[src/rtl/mtcm_pkg.sv]
// Package for the masked two-color cell mean block.
// Field widths, the cell record passed from the accumulator to the divider, queue status.
// No dependencies.
`default_nettype none
package mtcm_pkg;

	localparam int CHAN_W          = 8;   // one pixel channel
	localparam int NUM_CH          = 4;   // channels per pixel
	localparam int NUM_CLASS       = 2;   // background, foreground
	localparam int NUM_LANES       = NUM_CLASS * NUM_CH;
	localparam int SUM_W           = 14;  // class sums wrap modulo 2^14
	localparam int WEIGHT_W        = 7;
	localparam int S_TDATA_W       = 48;  // 4 x 8 channels + 2 x 7 weights, padded
	localparam int M_TDATA_W       = NUM_LANES * CHAN_W;
	localparam int QUEUE_DEPTH_DEF = 2;

	// Lanes 0..3 hold background channels 0..3, lanes 4..7 foreground.
	typedef struct packed {
		logic [NUM_LANES-1:0][SUM_W-1:0] sums;
		logic [WEIGHT_W-1:0]             fore_w;
		logic [WEIGHT_W-1:0]             back_w;
	} cell_t;

	typedef struct packed {
		logic full;
		logic empty;
	} q_stat_t;

endpackage
`default_nettype wire

[src/rtl/mtcm_front.sv]
// Front end: takes pixels, adds channels into the class sums, pushes finished cells.
// Depends on mtcm_pkg.
`default_nettype none
module mtcm_front
	import mtcm_pkg::*;
(
	input  wire logic                 clk,
	input  wire logic                 arst_n,
	input  wire logic                 s_tvalid,
	output logic                      s_tready,
	input  wire logic [S_TDATA_W-1:0] s_tdata,
	input  wire logic                 s_tuser,
	input  wire logic                 s_tlast,
	input  wire q_stat_t              q_stat,
	output logic                      push,
	output cell_t                     push_cell
);

	logic [NUM_LANES-1:0][SUM_W-1:0] sums_q;
	logic [NUM_LANES-1:0][SUM_W-1:0] sums_nxt;
	logic [NUM_CH-1:0][CHAN_W-1:0]   chan;
	logic                            accept;

	assign chan     = s_tdata[NUM_CH*CHAN_W-1:0];
	assign s_tready = ~q_stat.full;
	assign accept   = s_tvalid & s_tready;
	assign push     = accept & s_tlast;

	always_comb begin
		for (int cl = 0; cl < NUM_CLASS; cl++) begin
			for (int c = 0; c < NUM_CH; c++) begin
				if (s_tuser == cl[0]) begin
					sums_nxt[cl*NUM_CH+c] = sums_q[cl*NUM_CH+c]
						+ {{(SUM_W-CHAN_W){1'b0}}, chan[c]};
				end else begin
					sums_nxt[cl*NUM_CH+c] = sums_q[cl*NUM_CH+c];
				end
			end
		end
	end

	assign push_cell.sums   = sums_nxt;
	assign push_cell.fore_w = s_tdata[NUM_CH*CHAN_W +: WEIGHT_W];
	assign push_cell.back_w = s_tdata[NUM_CH*CHAN_W+WEIGHT_W +: WEIGHT_W];

	// sums restart from zero after the last pixel of a cell
	always_ff @(posedge clk or negedge arst_n) begin
		if (!arst_n) begin
			sums_q <= '0;
		end else if (accept) begin
			if (s_tlast) begin
				sums_q <= '0;
			end else begin
				sums_q <= sums_nxt;
			end
		end
	end

endmodule
`default_nettype wire

[src/rtl/mtcm_queue.sv]
// Short queue of finished cells between the accumulator and the divider.
// Depends on mtcm_pkg.
`default_nettype none
module mtcm_queue
	import mtcm_pkg::*;
#(
	parameter int DEPTH = QUEUE_DEPTH_DEF
) (
	input  wire logic  clk,
	input  wire logic  arst_n,
	input  wire logic  push,
	input  wire cell_t push_cell,
	input  wire logic  pop,
	output cell_t      pop_cell,
	output q_stat_t    q_stat
);

	localparam int PTR_W = (DEPTH > 1) ? $clog2(DEPTH) : 1;
	localparam int CNT_W = $clog2(DEPTH + 1);

	cell_t            mem_q [DEPTH];
	logic [PTR_W-1:0] wr_ptr_q;
	logic [PTR_W-1:0] rd_ptr_q;
	logic [CNT_W-1:0] cnt_q;
	logic             do_push;
	logic             do_pop;

	assign q_stat.full  = (cnt_q == CNT_W'(DEPTH));
	assign q_stat.empty = (cnt_q == '0);
	assign do_push      = push & ~q_stat.full;
	assign do_pop       = pop & ~q_stat.empty;
	assign pop_cell     = mem_q[rd_ptr_q];

	always_ff @(posedge clk) begin
		if (do_push) begin
			mem_q[wr_ptr_q] <= push_cell;
		end
	end

	always_ff @(posedge clk or negedge arst_n) begin
		if (!arst_n) begin
			wr_ptr_q <= '0;
			rd_ptr_q <= '0;
			cnt_q    <= '0;
		end else begin
			if (do_push) begin
				wr_ptr_q <= (wr_ptr_q == PTR_W'(DEPTH - 1)) ? '0 : wr_ptr_q + 1'b1;
			end
			if (do_pop) begin
				rd_ptr_q <= (rd_ptr_q == PTR_W'(DEPTH - 1)) ? '0 : rd_ptr_q + 1'b1;
			end
			if (do_push && !do_pop) begin
				cnt_q <= cnt_q + 1'b1;
			end else if (do_pop && !do_push) begin
				cnt_q <= cnt_q - 1'b1;
			end
		end
	end

endmodule
`default_nettype wire

[src/rtl/mtcm_back.sv]
// Back end: eight restoring dividers, one quotient bit per cycle, and the output register.
// Depends on mtcm_pkg.
`default_nettype none
module mtcm_back
	import mtcm_pkg::*;
(
	input  wire logic         clk,
	input  wire logic         arst_n,
	input  wire q_stat_t      q_stat,
	output logic              pop,
	input  wire cell_t        pop_cell,
	output logic              m_tvalid,
	input  wire logic         m_tready,
	output logic [M_TDATA_W-1:0] m_tdata
);

	localparam logic [1:0] ST_IDLE = 2'd0;
	localparam logic [1:0] ST_RUN  = 2'd1;
	localparam logic [1:0] ST_HOLD = 2'd2;

	localparam int CNT_W = $clog2(SUM_W);

	logic [1:0]                         state_q;
	logic [CNT_W-1:0]                   cnt_q;
	logic [NUM_LANES-1:0][SUM_W-1:0]    quo_q;
	logic [NUM_LANES-1:0][WEIGHT_W-1:0] rem_q;
	logic [NUM_LANES-1:0][WEIGHT_W-1:0] div_q;
	logic [NUM_LANES-1:0][SUM_W-1:0]    quo_nxt;
	logic [NUM_LANES-1:0][WEIGHT_W-1:0] rem_nxt;
	logic [NUM_LANES-1:0][WEIGHT_W:0]   sh;
	logic [NUM_LANES-1:0][WEIGHT_W:0]   diff;
	logic [NUM_LANES-1:0]               ge;
	logic [M_TDATA_W-1:0]               m_tdata_q;
	logic                               m_tvalid_q;
	logic                               out_free;
	logic                               out_load;

	assign pop      = (state_q == ST_IDLE) & ~q_stat.empty;
	assign out_free = ~m_tvalid_q | m_tready;
	assign out_load = (state_q == ST_HOLD) & out_free;
	assign m_tvalid = m_tvalid_q;
	assign m_tdata  = m_tdata_q;

	// one restoring step per lane
	always_comb begin
		for (int l = 0; l < NUM_LANES; l++) begin
			sh[l]      = {rem_q[l], quo_q[l][SUM_W-1]};
			diff[l]    = sh[l] - {1'b0, div_q[l]};
			ge[l]      = (sh[l] >= {1'b0, div_q[l]});
			rem_nxt[l] = ge[l] ? diff[l][WEIGHT_W-1:0] : sh[l][WEIGHT_W-1:0];
			quo_nxt[l] = {quo_q[l][SUM_W-2:0], ge[l]};
		end
	end

	// weight zero divides by one so the sum passes through
	always_ff @(posedge clk) begin
		if (pop) begin
			for (int l = 0; l < NUM_LANES; l++) begin
				quo_q[l] <= pop_cell.sums[l];
				rem_q[l] <= '0;
				if (l < NUM_CH) begin
					div_q[l] <= (pop_cell.back_w == '0) ? WEIGHT_W'(1) : pop_cell.back_w;
				end else begin
					div_q[l] <= (pop_cell.fore_w == '0) ? WEIGHT_W'(1) : pop_cell.fore_w;
				end
			end
		end else if (state_q == ST_RUN) begin
			quo_q <= quo_nxt;
			rem_q <= rem_nxt;
		end
		if (out_load) begin
			for (int l = 0; l < NUM_LANES; l++) begin
				m_tdata_q[l*CHAN_W +: CHAN_W] <= quo_q[l][CHAN_W-1:0];
			end
		end
	end

	always_ff @(posedge clk or negedge arst_n) begin
		if (!arst_n) begin
			state_q    <= ST_IDLE;
			cnt_q      <= '0;
			m_tvalid_q <= 1'b0;
		end else begin
			case (state_q)
				ST_IDLE: begin
					if (pop) begin
						state_q <= ST_RUN;
						cnt_q   <= '0;
					end
				end
				ST_RUN: begin
					if (cnt_q == CNT_W'(SUM_W - 1)) begin
						state_q <= ST_HOLD;
					end
					cnt_q <= cnt_q + 1'b1;
				end
				ST_HOLD: begin
					if (out_free) begin
						state_q <= ST_IDLE;
					end
				end
				default: begin
					state_q <= ST_IDLE;
				end
			endcase
			if (out_load) begin
				m_tvalid_q <= 1'b1;
			end else if (m_tready) begin
				m_tvalid_q <= 1'b0;
			end
		end
	end

endmodule
`default_nettype wire

[src/rtl/masked_two_color_cell_mean.sv]
// Top level of the masked two-color cell mean block.
// Accumulator front end, cell queue and divider back end; depends on mtcm_pkg,
// mtcm_front, mtcm_queue and mtcm_back.
//
// Usage:
//   Slave channel: one pixel per request. s_tdata carries the four channels and the
//   two class weights, s_tuser the pen bit (0 background, 1 foreground), s_tlast the
//   last pixel of a cell. Weights are read only with the last pixel.
//   Master channel: one request per cell, the background and foreground mean colors.
//   Throughput: one pixel per cycle while s_tready is high. The divider back end takes
//   one cell at a time (a load, one step per quotient bit, a hand-off), so short cells
//   fill the cell queue and then s_tready drops until the divider catches up.
//   Path: after the last pixel is accepted, the cell goes through the queue, the load,
//   the quotient steps and the hand-off into the output register.
//   Stall: a result held by a low m_tready keeps m_tdata steady; the next cell waits
//   in the divider, then the queue, and only then is s_tready deasserted.
//   Reset: arst_n clears the sums, empties the queue and drops m_tvalid; no clearing
//   pass, the block takes pixels in the first cycle after reset.
`default_nettype none
module masked_two_color_cell_mean
	import mtcm_pkg::*;
#(
	parameter int QUEUE_DEPTH = QUEUE_DEPTH_DEF  // cells buffered, 2 or more
) (
	input  wire logic                 clk,
	input  wire logic                 arst_n,
	input  wire logic                 s_tvalid,
	output logic                      s_tready,
	// [7:0] chan_zero, [15:8] chan_one, [23:16] chan_two, [31:24] chan_three,
	// [38:32] fore_weight, [45:39] back_weight, [47:46] zero
	input  wire logic [S_TDATA_W-1:0] s_tdata,
	// [0] pen
	input  wire logic                 s_tuser,
	input  wire logic                 s_tlast,          // last_pixel
	output logic                      m_tvalid,
	input  wire logic                 m_tready,
	// [7:0] back_zero, [15:8] back_one, [23:16] back_two, [31:24] back_three,
	// [39:32] fore_zero, [47:40] fore_one, [55:48] fore_two, [63:56] fore_three
	output logic [M_TDATA_W-1:0]      m_tdata
);

	q_stat_t q_stat;
	logic    push;
	logic    pop;
	cell_t   push_cell;
	cell_t   pop_cell;

	// pixel accumulation, sums of the cell in progress
	mtcm_front u_front (
		.clk       (clk),
		.arst_n    (arst_n),
		.s_tvalid  (s_tvalid),
		.s_tready  (s_tready),
		.s_tdata   (s_tdata),
		.s_tuser   (s_tuser),
		.s_tlast   (s_tlast),
		.q_stat    (q_stat),
		.push      (push),
		.push_cell (push_cell)
	);

	// finished cells waiting for the divider
	mtcm_queue #(
		.DEPTH (QUEUE_DEPTH)
	) u_queue (
		.clk       (clk),
		.arst_n    (arst_n),
		.push      (push),
		.push_cell (push_cell),
		.pop       (pop),
		.pop_cell  (pop_cell),
		.q_stat    (q_stat)
	);

	// per-channel division and result register
	mtcm_back u_back (
		.clk      (clk),
		.arst_n   (arst_n),
		.q_stat   (q_stat),
		.pop      (pop),
		.pop_cell (pop_cell),
		.m_tvalid (m_tvalid),
		.m_tready (m_tready),
		.m_tdata  (m_tdata)
	);

endmodule
`default_nettype wire

[config.mk]
export PLATFORM = sky130hd
export DESIGN_NAME = masked_two_color_cell_mean
export DESIGN_NICKNAME = d
export VERILOG_FILES = /design/src/rtl/mtcm_pkg.sv /design/src/rtl/mtcm_front.sv /design/src/rtl/mtcm_queue.sv /design/src/rtl/mtcm_back.sv /design/src/rtl/masked_two_color_cell_mean.sv
export SDC_FILE = /design/constraint.sdc
export NUM_CORES = 1
export LEC_CHECK = 0
export CAP_MARGIN = 20
export CORE_MARGIN = 3
export CORE_UTILIZATION = 45
export DETAILED_ROUTE_END_ITERATION = 7
export DONT_BUFFER_PORTS = 1
export PLACE_DENSITY = 0.67
export REMOVE_ABC_BUFFERS = 1
export SLEW_MARGIN = 10
export SYNTH_ARGS = -nofsm -noshare
export SYNTH_HDL_FRONTEND = slang
export SYNTH_SLANG_ARGS = --single-unit
[constraint.sdc]
create_clock -name clk -period 9.1 [get_ports clk]
set_clock_uncertainty 0.2 [all_clocks]
set_input_delay 2.275 -clock clk [delete_from_list [all_inputs] [get_ports clk]]
set_output_delay 2.275 -clock clk [all_outputs]
set_load 0.01 [all_outputs]
Yosys cells after proc, flatten, opt, wreduce, memory -nomap -nowiden
Memory sizes are Yosys's and may differ from the RTL's.
Index checks and enable logic that the tools add are counted.
{"block": "totals", "ff_bits": 369, "ramBits": 252, "inputBits": 54, "output_inout_bits": 66, "memories": 1}
{"name": "u_queue.mem_q", "depth": 2, "width": 126, "read_ports": 1, "rd_clocked_by_memory_dff": 0, "wr": 1, "line": "mtcm_queue.sv:21", "source": "cell_t mem_q [DEPTH];"}
{"block": "classes", "addsub": 21, "order_cmp": 8, "n_eq_ne": 7, "mux": 33, "n_bitwise": 10, "reduce_logical": 14}
{"operator": "$mux 112", "n": 3}
{"operator": "$add 14x8->14", "n": 8}
{"operator": "$mux 14", "n": 8}
{"operator": "$ge 8x7->1", "n": 8}
{"operator": "$mux 7", "n": 8}
{"operator": "$sub 7x7->7", "n": 8}
{"operator": "$logic_not 7->1", "n": 2}
{"operator": "$mux 2", "n": 5}
{"operator": "$pmux 4 s2", "n": 1}
{"operator": "$reduce_bool 2->1", "n": 4}
{"operator": "$and 1x1->1", "n": 6}
{"operator": "$mux 1", "n": 6}
{"operator": "$pmux 2 s3", "n": 1}
{"operator": "$add 4x1->4 const B", "n": 1}
{"operator": "$eq 2x2->1 const B", "n": 2}
{"operator": "$eq 4x4->1 const B", "n": 1}
{"operator": "$logic_not 2->1", "n": 2}
{"operator": "$mux 4", "n": 1}
{"operator": "$ne 2x2->1 const B", "n": 2}
{"operator": "$not 1->1", "n": 3}
{"operator": "$reduce_and 3->1", "n": 1}
{"operator": "$add 1x1->1 const B", "n": 2}
{"operator": "$add 2x1->2 const B", "n": 1}
{"operator": "$eq 2x1->1 const B", "n": 1}
{"operator": "other kinds (6)", "n": 8}

Logic depth before layout (Yosys ltp)
Gate-level depths: netlist of the first run.
{"block": "depth", "word_depth": 9, "depth_mapped": 9, "depth_no_buf": 9}

Hierarchy
Synthesis of the first run repeated with hierarchy kept, for this count alone.
{"block": "unflattened", "cells_unflattened": 2638, "hier_area_um2": 31322.5}
{"module": "mtcm_back", "n_inst": 1, "cells_each": 1240, "area_each_um2": 13037.5, "seq_area_each_um2": 7001.7}
{"module": "mtcm_queue", "n_inst": 1, "cells_each": 411, "area_each_um2": 9396.5, "seq_area_each_um2": 7667.4}
{"module": "mtcm_front", "n_inst": 1, "cells_each": 987, "area_each_um2": 8888.5, "seq_area_each_um2": 2802.7}

Worst setup path after synthesis of the first run
OpenSTA, ideal clock, no wires.
{"block": "synth_path", "path_type": "input to register", "from": "input s_tlast", "to": "memory u_queue.mem_q[0][0] (netlist bit), enable pin", "setup_time_ns": 0.613, "t_arrival_ns": 8.339, "path_slack_ns": -0.052, "cell_stages": 5, "path_buffers": 3, "cell_sequence": "buf_2 > clkbuf_1 > clkbuf_1 > nand2_1 > nor2_1"}
{"block": "synth_between", "elab_chain_cells": 4}
{"element": "start: declaration", "line": "masked_two_color_cell_mean.sv:34", "source": "input wire logic s_tlast,"}
{"element": "$and 1x1->1", "line": "mtcm_front.sv:27", "source": "assign push = accept & s_tlast;"}
{"element": "$and 1x1->1", "line": "mtcm_queue.sv:30", "source": "assign do_push = push & ~q_stat.full;"}
{"element": "$mux 1", "line": "mtcm_queue.sv:35", "source": "if (do_push) begin"}
{"element": "$mux 1 (implied by the code)", "line": "mtcm_queue.sv:36", "source": "mem_q[wr_ptr_q] <= push_cell;"}
{"element": "end: declaration", "line": "mtcm_queue.sv:21"}
Every way passes these cells.

Worst setup path in the final report of the first run
{"block": "layout_path", "from": "input s_tlast", "to": "register u_front.sums_q[35] (netlist bit)"}
{"block": "layout_between", "elab_chain_cells": 1}
{"element": "$mux 112", "line": "mtcm_front.sv:51", "source": "if (s_tlast) begin"}
{"element": "end signal: assignment", "line": "mtcm_front.sv:54", "source": "sums_q <= sums_nxt;"}
{"element": "end: declaration", "line": "mtcm_front.sv:19", "source": "logic [NUM_LANES-1:0][SUM_W-1:0] sums_q;"}
Every way passes these cells.
A chain may end at the register's enable or synchronous reset.

==> impl_metrics.ini, run 1 <==
[floorplan]
io_pins = 120
die_y_um = 268
coreArea_sq_mm = 0.0676
dieArea_sq_mm = 0.0718
dieWidth_um = 268
row_count = 95
initial_utilization_pct = 45.7

[pwr]
p_int_mw = 7.86
p_seq_share_pct = 39.5
power.density_mw_per_mm2 = 363
switching_share_pct = 36.3
comb_power_share_pct = 37.4
switching_power_mw = 4.47
peakVddDrop_uv = 211
total_power_mw = 12.3
power.leakage_nw = 13.1
power.share.clock_pct = 23.2

[setup_path]
crit_path_end_kind = register
critPathLaunchType = input port
crit_required_ps = 9380
slowest_delay_ps = 670
rr_worst_depth = 5
cp_num_buf_inv = 2
cp_top_family = buffers and inverters
worstPathMaxFanout = 117
reg2reg_from = u_queue.cnt_q[0]$_DFFE_PN0P_
cp_slowest_cell = inv_1
rrSetupSlack_ps = 5590
worstReg2RegEnd = u_front.sums_q[100]$_DFFE_PN0N_
crit_type = input port to register
worstPathCellList = inv_1, buf_4, nand2_1, o221ai_1
cp.arrival_ps = 4480

[logic_synthesis]
async_flop_share_pct = 19.8
synth_cells = 2649
avgSynthCellArea_sq_um = 11.7
synth.ff_latch_count = 621
yosysSeqAreaShare_pct = 56.5
yosys_warnings = 0
synthFlopType = edfxtp_1
synth_area_sq_mm = 0.0309
synth_edf_count = 442
synth_cell_types = 82

[clock_tree]
clkLatencyLatePin_ps = 610
ctsHoldBuffers = 0
post_cts_buffers = 0
cts_buffers = 68
cts_sinks = 621
clock_path_buffers = 3
root_buffer = clkbuf_16
cts_htree_levels = 3
cts_tree = yes
cts_resized = 0
cts.clk_slew.worst_paths_ps = 60

[sta]
drv_slew = 0
tns_ps = 0
hold_viol_final = 0
setup_ws_ps = 4900
rsz0062_at_grt = false
worstMarginPinSlew_ps = 1210
slew_headroom_pct = 19.3
fin_crit_ps = 4200
fmax_mhz = 238
setup-violations-final = 0
post-route-period-util_pct = 46.2

[min_path]
hp-class = register to register
min_to = u_back.m_tdata[24]$_DFFE_PP_
min_delay_path_depth = 0
min-delay-start = u_back.quo_nxt[43]$_DFFE_PP_

[global_routing]
grt_start_max_net_pins = 131
grt_pass1_vias = 20900
antenna_found_initial = 0
grt_usage_pct = 19.6
gr-total-overflow = 0
grt_pass1_wl_mm = 112

[cells_and_area]
final_common_cell = edfxtp_1
antenna_cells = 0
final_cell_count_no_fill = 3540
final_cell_mix = edfxtp_1, nand2_1, o21ai_0, mux2i_1, ha_1
layout-drive-gt1-share_pct = 8.21
area_growth_pct = 10.1
final_nets = 2804

[detailed_routing]
vias = 20700
drt_iter0_markers = 1439
wl_mm = 70.5
drcViolationCount = 0
vias_per_cell = 5.85
ant_nets = 0
drt-pass1-iter-count = 5
avgRoutedWirePerCell_um = 19.9

[placed_design]
gp_congestion = 0.862
pre_cts_ws_ps = 4350
dpl.hpwl_mm = 44.5
port_buffers = 0
post-place-cells = 3413

[job]
drv_cap = 0

[status]
run_status = complete, no violations
==> synth_stat cells, types with 63 or more instances <==
cell type	number	area (sq um)
edfxtp_1	442	13300
nand2_1	320	1200
o21ai_0	253	1270
mux2i_1	146	1460
dfrtp_1	123	3080
ha_1	123	1540
nor2_1	118	443
clkbuf_1	88	330
inv_1	86	323
xnor2_1	81	709
a21oi_1	78	390
nand3_1	63	315
==> power groups by stage <==
stage	Combinational [mW]	Sequential (mW)	Clock, mW
4_1_cts	4.62	4.86	2.92
5_1_grt	5.20	4.97	3.04
6_report	4.61	4.87	2.86
3_5_place_dp	4.59	4.91	0
2_1_floorplan	3.60	4.83	0
3_3_place_gp	4.39	4.87	0
==> layer usage <==
metal | share of wire [%] | GRT usage, % | vias up
met3 | 6.2 | 4.07 | 138
met2 | 49 | 33.3 | 518
met4 | 2.8 | 7.55 | 0
met1 | 42 | 24.8 | 10200
met5 | 0 | 0 | -
li1 | - | - | 9837
==> stage by stage <==
step           util [%]  cell area [sq um]  hold WS, ps
5_1_grt            50.3              34000          259
3_3_place_gp       46.8              31600          237
3_5_place_dp       46.8              31600          236
6_report           50.3              34000          248
2_1_floorplan         -              30400          226
4_1_cts            50.2              34000          249
==> area by class of cell <==
type,count,area [sq um]
clock inverter,47,507
sequential,621,17500
clock buffer,79,1830
multi-input combinational,1814,12600
timing repair buffer,19,155
inverter,87,329
fill,5711,33600
tap,873,1090
==> cell families (layout without fill, tap and decap cells) <==
| logic type | Yosys count | in the layout | synth area share (%) |
|---|---|---|---|
| AO/OA/AOI/OAI | 644 | 644 | 14.2 |
| XOR/XNOR | 116 | 116 | 3.29 |
| adder cells (fa/ha/maj) | 139 | 139 | 6.02 |
| buffers and inverters | 214 | 232 | 2.76 |
| flip-flops | 621 | 621 | 56.5 |
| multiplexers | 190 | 190 | 6.33 |
| AND/OR/NAND/NOR | 725 | 725 | 10.9 |
==> sequential cells by signal, indices dropped and copies added, names as in the netlist <==
name	cells
u_back.cnt_q	4
u_back.div_q	14
u_back.m_tdata	64
u_back.m_tvalid	1
u_back.quo_nxt	104
u_back.quo_q	8
u_back.rem_q	56
u_back.state_q	2
u_front.sums_q	112
u_queue.cnt_q	2
u_queue.mem_q	252
u_queue.rd_ptr_q	1
u_queue.wr_ptr_q	1
==> worst max path at each step <==
stage	end	start	depth (start not counted)	slack, ps
after floorplan	u_queue.mem_q[0][0]$_DFFE_PP_	s_tvalid	3	-590
after global placement	u_front.sums_q[33]$_DFFE_PN0N_	s_tlast	4	4360
after detailed placement	u_front.sums_q[32]$_DFFE_PN0N_	s_tlast	4	4350
after CTS	u_front.sums_q[32]$_DFFE_PN0N_	s_tlast	4	4960
after global routing	u_queue.mem_q[0][78]$_DFFE_PP_	s_tvalid	4	4920
final	u_front.sums_q[35]$_DFFE_PN0N_	s_tlast	4	4900
(Power assumes the default switching activity.)
==> inputs of run 2 (changes only) <==
- clock period: 9.1 -> 4.3 ns (I/O delays scaled with it)
==> run 2 against run 1 <==
Net effect:
- clock-buffer cell count is 7 higher
- die area stayed put
- first-iteration DRC count is 1.3% lower
- combinational power increased by 110%
- final cell count rose by 0.28%
- sequential share of layout area fell by 0.26 points
- clock power increased by 110%
- via count is 0.22% higher
- routed wire length down 0.19%
- core utilization rose by 0.25 points
- cell area is 0.50% higher
- sequential cell count unchanged
- critical endpoint is now u_back.rem_q[28]$_SDFFE_PP0P_
==> impl_metrics.ini, run 2 (same netlist as run 1, synthesis figures left out) <==
[status]
run_status = complete, no violations

[cells_and_area]
final_cell_mix = edfxtp_1, nand2_1, o21ai_0, mux2i_1, ha_1
area_growth_pct = 10.6
final_common_cell = edfxtp_1
design_area_sq_mm = 0.0342
fin_util_pct = 50.5
layout-drive-gt1-share_pct = 8.40
final.fill_count = 5723
multi_input_area_sq_mm = 0.0126
antenna_cells = 0
regArea_sq_mm = 0.0175
final_nets = 2813
largest_register = u_queue.mem_q
final_cell_count_no_fill = 3550
largest_reg_flops = 252

[floorplan]
die_y_um = 268
dieArea_sq_mm = 0.0718
coreArea_sq_mm = 0.0676
io_pins = 120
row_count = 95
initial_utilization_pct = 45.7
dieWidth_um = 268

[setup_path]
slowest_delay_ps = 670
rrSetupSlack_ps = 940
cp_slowest_cell = a21oi_2
worstPathCellList = ha_1, inv_1, fa_1, a211oi_1, o21ai_1, a21oi_2, mux2_2, o21ai_0
crit_path_end_kind = register
critPathLaunchType = register
reg2reg_from = u_back.div_q[28]$_SDFFCE_PN1P_
rr_worst_depth = 8
crit_type = register to register
crit_required_ps = 4610
worstPathMaxFanout = 10
cp.arrival_ps = 3670
critPathLaunch = u_back.div_q[28]$_SDFFCE_PN1P_

[pwr]
power.share.clock_pct = 23.1
p_int_mw = 16.7
switching_power_mw = 9.52
total_power_mw = 26.3
power.leakage_nw = 13.2
comb_power_share_pct = 37.7
switching_share_pct = 36.3
p_seq_share_pct = 39.2
peakVddDrop_uv = 455
power.density_mw_per_mm2 = 768

[sta]
post-route-period-util_pct = 78.1
slew_headroom_pct = 30.3
fmax_mhz = 298
hold_viol_final = 0
fin_crit_ps = 3360
drv_slew = 0
setup_ws_ps = 941
worstMarginPinSlew_ps = 1050
rsz0062_at_grt = false
setup-violations-final = 0

[clock_tree]
cts_htree_levels = 3
cts_buffers = 69
cts_sinks = 621
cts.clk_slew.worst_paths_ps = 60
clock_path_buffers = 3
root_buffer = clkbuf_16
clkLatencyLatePin_ps = 610
cts_tree = yes
post_cts_buffers = 0

[min_path]
hp-class = register to register
min-delay-start = u_back.quo_nxt[91]$_DFFE_PP_
min_delay_path_depth = 0

[detailed_routing]
vias_per_cell = 5.85
drt_iter0_markers = 1421
drcViolationCount = 0
vias = 20800
avgRoutedWirePerCell_um = 19.8
wl_mm = 70.3
drt-pass1-iter-count = 5
ant_nets = 0

[global_routing]
grt_pass1_wl_mm = 111
antenna_found_initial = 0
grt.busiest_layer = met2
use_met1_pct = 24.1
grt_usage_pct = 19.4
use_met2_pct = 33.0
grt_start_max_net_pins = 131
gr-total-overflow = 0
grt_pass1_vias = 21000
met3_usage_pct = 4.43

[job]
drv_cap = 0

[placed_design]
dpl_cell_area_sq_mm = 0.0318
pre_cts_ws_ps = 951
dpl.hpwl_mm = 45.1
post-place-cells = 3421
gp_congestion = 0.852
port_buffers = 0
[run 2: per-stage QoR]
step / hold WS [ps] / setup TNS, ps
global route: 260 / 0
global placement: 231 / 0
CTS: 244 / 0
floorplan: 226 / -867950
detailed placement: 236 / 0
finish: 244 / 0
[run 2: layout make-up]
type	count	area share [%]
inverters	87	0.963
flip-flops and latches	621	51.1
well taps	873	3.20
repair buffers	27	0.908
clock inverters	42	1.27
clock buffers	86	5.61
multi-input cells	1814	36.9
[run 2: per-layer routing]
| layer | part of all wire (%) | vias up |
|---|---|---|
| li1 | - | 9852 |
| met3 | 6.6 | 131 |
| met1 | 42 | 10200 |
| met2 | 49 | 581 |
| met5 | 0 | - |
| met4 | 3.1 | 0 |
[run 2: power groups by stage]
stage               combinational [mW]  sequential, mW  clock, mW
floorplan                         7.62            10.2          0
finish                            9.89            10.3       6.07
global route                      11.1            10.5       6.45
CTS                               9.91            10.3       6.20
detailed placement                9.81            10.4          0
global placement                  9.35            10.3          0
[run 2: final timing paths]
path	to
max in group asynchronous	u_queue.rd_ptr_q$_DFFE_PN0P_
max	u_back.rem_q[28]$_SDFFE_PP0P_
min reg2reg	u_back.m_tdata[54]$_DFFE_PP_
min	u_back.m_tdata[54]$_DFFE_PP_
max reg2reg	u_back.rem_q[28]$_SDFFE_PP0P_
min in group asynchronous	u_front.sums_q[57]$_DFFE_PN0N_
[run 2: critical path, delay by kind of cell, from the launching register on]
| family | cells | cell delay, ps |
|---|---|---|
| AO/OA/AOI/OAI | 4 | 1430 |
| buffers and inverters | 1 | 50 |
| multiplexers | 1 | 410 |
| flip-flops | 1 | 560 |
| adder cells (fa/ha/maj) | 2 | 620 |
[run 2: what timing repair did]
action | 4_1_cts | 5_1_grt
resized for setup | 0 | 0
endpoints found under the hold margin | 123 | 0
hold buffers | 1 | 0
==> inputs of run 3 (changes only) <==
- PLACE_DENSITY: 0.67 -> 0.69
- clock period: 4.3 -> 3 ns (I/O delays scaled with it)
==> run 3 against run 2 <==
Net effect:
- the flow now finishes with violations (negative hold slack)
- sequential power is 44% higher
- hold slack worse by 600 ps
- critical path type unchanged
- maximum frequency is 19% higher
- register-to-register slack got worse by 770 ps
- highest routed layer unchanged
- critical endpoint is now u_back.rem_q[43]$_SDFFE_PP0P_
- clock power is 38% higher
- worst setup slack got worse by 770 ps
- core utilization grew 0.42 points
- final cell count grew 0.99%
==> impl_metrics.ini, run 3 (same netlist as run 1, synthesis figures left out) <==
[status]
run_status = complete, but fails checks
violations = negative hold slack

[floorplan]
io_pins = 120
initial_utilization_pct = 45.7
dieWidth_um = 268
row_count = 95
coreArea_sq_mm = 0.0676
dieArea_sq_mm = 0.0718
die_y_um = 268

[detailed_routing]
vias = 21000
drt_iter0_markers = 1561
ant_nets = 0
vias_per_cell = 5.85
drt-pass1-iter-count = 7
avgRoutedWirePerCell_um = 19.5
drcViolationCount = 0
wl_mm = 69.9

[setup_path]
crit_type = register to register
cp.arrival_ps = 3060
rrSetupSlack_ps = 170
crit_path_end_kind = register
worstReg2RegEnd = u_back.rem_q[43]$_SDFFE_PP0P_
worstPathMaxFanout = 5
critPathLaunch = u_back.div_q[28]$_SDFFCE_PN1P_
critPathLaunchType = register
crit_required_ps = 3230
rr_worst_depth = 10
reg2reg_from = u_back.div_q[28]$_SDFFCE_PN1P_

[cells_and_area]
final_nets = 2850
fin_util_pct = 51.0
largest_register = u_queue.mem_q
final_cell_mix = edfxtp_1, nand2_1, o21ai_0, mux2i_1, ha_1
largest_reg_flops = 252
layout-drive-gt1-share_pct = 9.85
area_growth_pct = 11.5
final_common_cell = edfxtp_1
final_cell_count_no_fill = 3585
antenna_cells = 0

[sta]
drv_slew = 0
whs_ps = -353
fin_crit_ps = 2830
slew_headroom_pct = 35.6
post-route-period-util_pct = 94.2
rsz0062_at_grt = false
setup-violations-final = 0
hold_viol_final = 123
fmax_mhz = 354
worstMarginPinSlew_ps = 967

[clock_tree]
clock_path_buffers = 3
clkLatencyLatePin_ps = 600
cts.clk_slew.worst_paths_ps = 60
cts_sinks = 621
cts_tree = yes
cts_htree_levels = 3
cts_buffers = 68
root_buffer = clkbuf_16

[global_routing]
antenna_found_initial = 1
grt_pass1_wl_mm = 111
use_met2_pct = 32.5
grt_usage_pct = 19.4
grt_start_max_net_pins = 131
grt.busiest_layer = met2
use_met1_pct = 24.7
gr-total-overflow = 0
met3_usage_pct = 4.03
grt_pass1_vias = 21100

[min_path]
hp-class = input port to async pin

[pwr]
total_power_mw = 37.8
peakVddDrop_uv = 495
power.leakage_nw = 13.3
power.density_mw_per_mm2 = 1100

[placed_design]
port_buffers = 0
dpl.hpwl_mm = 45.8
post-place-cells = 3458
gp_congestion = 0.855

[job]
drv_cap = 0
-- run 3: area by class of cell --
| type | instances | area (sq um) |
|---|---|---|
| inverter | 87 | 335 |
| sequential | 621 | 17500 |
| timing repair buffer | 65 | 663 |
| clock buffer | 91 | 1910 |
| fill | 5647 | 33200 |
| tap | 873 | 1090 |
| multi-input combinational | 1814 | 12600 |
| clock inverter | 34 | 349 |
-- run 3: how the worst max path moves through the flow --
stage / slack, ps / cells after the start / endpoint
after floorplan: -5160 / 3 / u_queue.mem_q[0][0]$_DFFE_PP_
after global placement: 130 / 9 / u_back.rem_q[43]$_SDFFE_PP0P_
after detailed placement: 30 / 5 / u_queue.mem_q[1][63]$_DFFE_PP_
after CTS: 6 / 10 / u_back.rem_q[8]$_SDFFE_PP0P_
after global routing: 8 / 9 / u_back.rem_q[22]$_SDFFE_PP0P_
final: 170 / 10 / u_back.rem_q[43]$_SDFFE_PP0P_
-- run 3: routing by layer --
metal	wire, um	up-vias
met3	4070	147
met2	33300	527
met5	0	-
li1	-	9942
met1	30100	10400
met4	2370	0
-- run 3: timing repair --
| action | in CTS | in global routing |
|---|---|---|
| hold endpoints to repair | 123 | 123 |
| endpoints found under the setup margin | 0 | 22 |
| resized for setup | 0 | 5 |
| setup buffers | 0 | 2 |
-- run 3: through the flow --
stage / setup TNS (ps) / cell area (sq um) / setup WS (ps)
after floorplan: -1540730 / 30400 / -5160
after global placement: 0 / 32100 / 135
after detailed placement: 0 / 32100 / 33.2
after CTS: 0 / 34400 / 6.01
after global routing: 0 / 34500 / 7.77
final: 0 / 34500 / 174
-- run 3: critical path, stage by stage (launching register included) --
cell and delay (ps):
edfxtp_1 370, buf_12 140, ha_1 160, inv_1 50
fa_1 410, a211oi_1 370, o21ai_1 180, a21oi_2 310
buf_4 200, mux2i_1 180, o21ai_0 90
-- run 3: power breakdown --
group	switching (mW)	total [mW]	internal, mW
combinational	8.45	14.6	6.13
clock	3.43	8.38	4.95
sequential	1.81	14.8	13.0
total	13.7	37.8	24.1
